==> src/rtl/dhse_div.sv <==
// ----------------------------------------------------------------------------
// dhse_div
// Restoring unsigned divider, one quotient bit per cycle.
// ----------------------------------------------------------------------------
module dhse_div #(
   parameter int W = 32
) (
   input  logic         clock,
   input  logic         reset,
   input  logic         start,
   input  logic [W-1:0] dividend,
   input  logic [W-1:0] divisor,
   output logic         busy,
   output logic         done,
   output logic [W-1:0] quotient
);
   localparam int CNT_W = $clog2(W + 1);

   logic [W-1:0]   rem_ff, rem_in;
   logic [W-1:0]   quo_ff, quo_in;
   logic [W-1:0]   dvs_ff, dvs_in;
   logic [CNT_W-1:0] cnt_ff, cnt_in;
   logic           busy_ff, busy_in;
   logic           done_ff, done_in;
   logic [W:0]     shifted;
   logic [W:0]     trial;

   always_comb begin
      shifted = {rem_ff, quo_ff[W-1]};
      trial   = shifted - {1'b0, dvs_ff};
      rem_in  = rem_ff;
      quo_in  = quo_ff;
      dvs_in  = dvs_ff;
      cnt_in  = cnt_ff;
      busy_in = busy_ff;
      done_in = 1'b0;
      if (start) begin
         rem_in  = '0;
         quo_in  = dividend;
         dvs_in  = divisor;
         cnt_in  = CNT_W'(W);
         busy_in = 1'b1;
      end else if (busy_ff) begin
         if (!trial[W]) begin
            rem_in = trial[W-1:0];
            quo_in = {quo_ff[W-2:0], 1'b1};
         end else begin
            rem_in = shifted[W-1:0];
            quo_in = {quo_ff[W-2:0], 1'b0};
         end
         cnt_in = cnt_ff - 1'b1;
         if (cnt_ff == CNT_W'(1)) begin
            busy_in = 1'b0;
            done_in = 1'b1;
         end
      end
   end

   always_ff @(posedge clock) begin
      if (reset) begin
         busy_ff <= 1'b0;
         done_ff <= 1'b0;
         cnt_ff  <= '0;
      end else begin
         busy_ff <= busy_in;
         done_ff <= done_in;
         cnt_ff  <= cnt_in;
      end
      rem_ff <= rem_in;
      quo_ff <= quo_in;
      dvs_ff <= dvs_in;
   end

   assign busy     = busy_ff;
   assign done     = done_ff;
   assign quotient = quo_ff;
endmodule

==> config.mk <==
export PLATFORM = sky130hd
export DESIGN_NAME = dhse_div
export DESIGN_NICKNAME = d
export VERILOG_FILES = /design/src/rtl/dhse_div.sv
export SDC_FILE = /design/constraint.sdc
export NUM_CORES = 1
export LEC_CHECK = 0
export ABC_CLOCK_PERIOD_IN_PS = 8900
export BUFFER_PORTS_ARGS = -buffer_cell sky130_fd_sc_hd__buf_2
export CAP_MARGIN = 20
export CORE_MARGIN = 5
export CORE_UTILIZATION = 50
export CTS_CLUSTER_SIZE = 10
export DETAILED_ROUTE_END_ITERATION = 6
export GPL_TIMING_DRIVEN = 0
export PLACE_DENSITY = 0.75
export SLEW_MARGIN = 25
export SYNTH_ARGS = -nofsm -noshare
export SYNTH_HDL_FRONTEND = slang
export SYNTH_SLANG_ARGS = --single-unit
==> constraint.sdc <==
create_clock -name clock -period 8.9 [get_ports clock]
set_input_delay 1.78 -clock clock [delete_from_list [all_inputs] [get_ports clock]]
set_output_delay 1.78 -clock clock [all_outputs]
set_load 0.01 [all_outputs]
== Word level (Yosys, flattened, before mapping) ==
Cells that the tools add are included.
W data, S select, Z words.

* $add $sub $neg: 2
* $mul: 0
* Div/mod/pow operators: 0
* Order comparisons: 0
* Equality and inequality tests: 1
* Shifts and indexed selects: 0
* Muxes and demuxes: 10
* Bitwise gates (word level): 1
* Reduce and logical (&&, ||, !) cells: 3

{| class="wikitable"
|+ Operators by type and width
! kind !! count
|-
| $mux W32 || 3
|-
| $sub A33 B32 Y33 || 1
|-
| $mux W6 || 2
|-
| $eq A6 B1 Y1 const B || 1
|-
| $sub A6 B1 Y6 const B || 1
|-
| $mux W1 || 5
|-
| $reduce_or A3 Y1 || 1
|-
| $reduce_bool A2 Y1 || 1
|-
| $reduce_or A2 Y1 || 1
|-
| $not A1 Y1 || 1
|}

* Bits in registers: 104
* Bits in latches: 0
* Bits in writable memories: 0
* ROM bits: 0
* Bits of input ports: 67
* Output and inout port bits: 34
* Word-level logic and storage cells: 24
* Memories: 0

== Depth between registers and ports, before layout ==
* Depth in word-level cells: 4
* Gate-level depth with buffers: 13
* Gate-level depth less buffers: 12

== Worst setup path after synthesis ==
OpenSTA, ideal clock, no wires.

* Path kind: input -> register
* Start: input port start
* End: register quo_ff[0] (netlist: quotient[0]) (enable)
* Library setup time: 0.389 ns
* Arrival: 2.672 ns
* Required time: 8.511 ns
* Path slack: 5.838 ns
* Stages: 2
* Path buffers: 0
* Path through: clkinv_1 -> nand2_1

* Word-level cells in the longest chain between the ends: 1

{| class="wikitable"
|+ RTL lines
! element !! line !! source
|-
| from (decl) || 10 || <nowiki>input logic start,</nowiki>
|-
| $reduce_bool A2 Y1 (no source line) || - ||
|-
| to (signal assigned) || 70 || <nowiki>quo_ff <= quo_in;</nowiki>
|-
| to (decl) || 20 || <nowiki>logic [W-1:0] quo_ff, quo_in;</nowiki>
|}

Every way passes these cells.
A chain may end at the register's enable or synchronous reset.

== Worst setup path in the final report ==
* Start: input port start
* End: register quo_ff[29] (netlist: quotient[29]) (data pin)

* Word-level cells in the longest chain between the ends: 1

{| class="wikitable"
|+ RTL lines
! element !! line !! source
|-
| $mux W32 || 37 || <nowiki>if (start) begin</nowiki>
|-
| net quo_in[29] || 20 ||
|}

The timed path passes the listed nets, and every way through them passes these cells.

==> results by group <==
Status
  – Status: finished clean

Hold path
  – HP Class: register to register
  – WHS Path Cells: 2

Global routing
  – First-pass GRT wire length: ~22000 µm
  – Pin count of the biggest net entering global routing: 37
  – GR Overflow Total: 0
  – Initial antenna violation count: 0
  – Number of global-route vias before repair: 4816
  – Tot GR Track Use: 19.25%

Timing
  – Unrepaired setup endpoints after global routing: false
  – Final Hold Vio Count: 0
  – Setup violations, final: 0
  – Fin crit share: a little over two fifths
  – Tmin final: 3821 ps
  – Setup TNS: 0 ps
  – Clock Skew: 10.29 ps
  – F_max: ~0.26 GHz
  – Slew of the pin with the lowest slew margin: 862.3 ps
  – Final Max Slew Viols: 0
  – Relative slew slack: a little over two fifths

Floorplanning
  – Num rows: 40
  – Die area: roughly 0.014 mm²
  – Die W: ~120 µm
  – Chip height: 119.6 µm
  – Core ar.: ~0.012 mm²
  – Ports: about 100
  – Effective utilization at floorplan: about half

Detailed routing
  – Wirelength per Cell: 16.10 µm
  – Final wirelength: 13560 µm
  – DRC violations left: 0
  – Starting DRT DRC Count: approximately 240
  – Vias: 4650
  – DRT Pass-1 Iters: 5
  – Vias per std cell: 5.523
  – Final ANT Viol Nets: 0

Critical path
  – Setup crit start kind: input pin
  – Worst path most repeated cell: clkbuf_1
  – CP max FO: 36
  – Flop2flop setup slack: roughly 5700 ps
  – Worst path bufs/invs: 3
  – Critical path, cell by cell: buf_2, clkbuf_1, clkbuf_1, mux2_2
  – Crit path DAT: 3930 ps
  – Worst Path Required: 9010 ps
  – Cell family with most CP delay: buffers and inverters
  – Worst Reg-to-Reg Cells: 13
  – Crit end category: register
  – Crit path depth: 4
  – Max stage delay on crit path: about 650 ps
  – Critical path class: input pin to register
  – Slowest cell on the critical path: buf_2

Clock tree
  – Root Buffer: clkbuf_16
  – Setup Buffers After CTS: 0
  – Clock buffer depth: 2
  – Hold buffer count at cts: 0
  – Skew-Pair Late Insertion Delay: 360 ps
  – Clock transition at path regs: ~80 ps
  – Post-cts gate resize count: 0
  – Clock Sink Count: ~100
  – H-Tree Depth: 3
  – CTS buffer count: 9
  – CTS tree: done

Cells and area
  – Register Area: roughly 0.0027 mm²
  – Fillers: 1022
  – Area growth, synth to finish: 16.29%
  – Finished Cell Area: between 0.006 and 0.007 mm²
  – Share of layout cells above drive strength 1: approximately a quarter
  – Antenna diodes: 0
  – Multi-input logic area: around 0.0030 mm²
  – Layout Nets: around 790

Power and ir drop
  – Power Density: around 200 mW/mm²
  – Maximum vdd drop: between 0.15 and 0.2 mV
  – Pwr Total: 1379 µW
  – Static leakage power: roughly 0.0029 µW

Synth
  – Seq/Total Area, Yosys: 45.33%
  – Yosys cell types: slightly above 60
  – Synth Flop Type: edfxtp_1
  – Synth Warn #: 0
  – Mapped Avg Cell Area: a little over 10 µm²
  – EDFF count, synth: 64
  – Flops & latches, synth: between 100 and 150
  – Mapped Area: 0.006006 mm²
  – Syn_nets: a little under 700
  – Ys async rst share: 0%
  – Synthesized instance count: 579

Place
  – Port bufs: 100
  – RD Place Congestion: around 0.94
  – Post-DP HPWL: around 10000 µm
  – Dpl cell area: about 0.0067 mm²

Run
  – Max-Cap Viols: 0
==> cell families after synthesis <==
family | after synthesis | synth area share, %
compound gates | 131 | 14.96
xor+xnor | 34 | 5.271
fa+ha+maj | 35 | 7.417
buf+inv | 70 | 5.396
flops | 104 | 45.33
mux | 61 | 10.83
simple gates | 144 | 10.79
==> stage by stage <==
step / std cells / utilization (%) / worst slack [ps] / hold WS, ps
final: 842 / 58.63 / 5079 / 492.2
after floorplan: 579 / - / 5838 / 462.7
after global routing: 842 / 58.63 / 4951 / 518.5
after global placement: 826 / 56.17 / 4471 / 474.1
after CTS: 842 / 58.63 / 5033 / 491.8
after detailed placement: 826 / 56.19 / 4644 / 483.8
==> synthesized netlist by cell type, types with 3 or more instances <==
library cell   n  area share (%)
mux2_2        32             6.0
dfxtp_1       40              13
a21oi_1       36             3.0
o211ai_1       3            0.37
xnor2_1       22             3.2
inv_1         44             2.8
o21bai_1       4            0.50
mux2i_1       29             4.8
clkbuf_1      16             1.0
nand4_1        3            0.31
ha_1          34             7.1
nand3_1       11            0.92
edfxtp_1      64              32
a211oi_1      31             3.9
nor4_1         3            0.31
nor2b_1        3            0.31
o21a_1         3            0.37
xor2_1        11             1.6
nand2_1       38             2.4
a31oi_1        4            0.42
nand2b_1       4            0.42
and3_1         4            0.42
nor3_1        11            0.92
o21ai_0       17             1.4
a21o_1        10             1.2
nor2_1        58             3.6
o221ai_1       3            0.44
==> per-layer routing <==
layer	routed length, µm	global-route usage, %	share of wire, %	vias up
met2	6646	33.86	49	144
met4	216	6.013	1.6	0
met1	5708	22.60	42	2169
met3	987	5.702	7.3	18
li1	-	-	-	2319
met5	0	0	0	-
==> registers in the layout (all words and copies together), names as in the netlist <==
signal and flops:
quotient 32, busy 1, rem_ff 32, cnt_ff 6
dvs_ff 32, done 1
==> worst register-to-register path: cells and delay by family, from the launching register on <==
kind                     cells  cell delay [ps]
AND/OR/NAND/NOR              2              350
flip-flops                   1              370
adder cells (fa/ha/maj)      2              630
buffers and inverters        2              270
multiplexers                 1              250
XOR/XNOR                     1              240
AO/OA/AOI/OAI                5             1000
==> cell type report <==
class                           instances  share of cell area (%)
Tap cell                              147                   2.633
Buffer                                 25                   2.221
Multi-Input combinational cell        405                   42.40
Inverter                               45                   2.418
Sequential cell                       104                   38.98
Clock buffer                            9                   3.225
Clock inverter                          7                  0.9495
Timing Repair Buffer                  100                   7.166
==> power breakdown <==
part | internal (µW) | total, µW | switching [µW]
sequential | 563 | 591 | 27.8
clock | 196 | 387 | 191
combinational | 181 | 400 | 219
==> worst paths after layout <==
path	start	endpoint
max reg2reg	quotient[31]	rem_ff[29]
min reg2reg	cnt_ff[0]	cnt_ff[0]
max	start	quotient[29]
min	cnt_ff[0]	cnt_ff[0]
==> placed cells by master (no fill, tap or decap), types with 9 or more instances in the layout <==
cell type,netlist,routed
clkbuf_1,16,16
mux2_2,32,32
dfxtp_1,40,40
xor2_1,11,11
nand3_1,11,11
buf_2,2,102
nor3_1,11,11
ha_1,34,34
xnor2_1,22,22
edfxtp_1,64,64
a211oi_1,31,31
o21ai_0,17,17
clkbuf_16,0,9
a21oi_1,36,36
nor2_1,58,58
nand2_1,38,37
mux2i_1,29,29
inv_1,44,44
a21o_1,10,10
No activity file was read; power rests on OpenSTA's default activity.
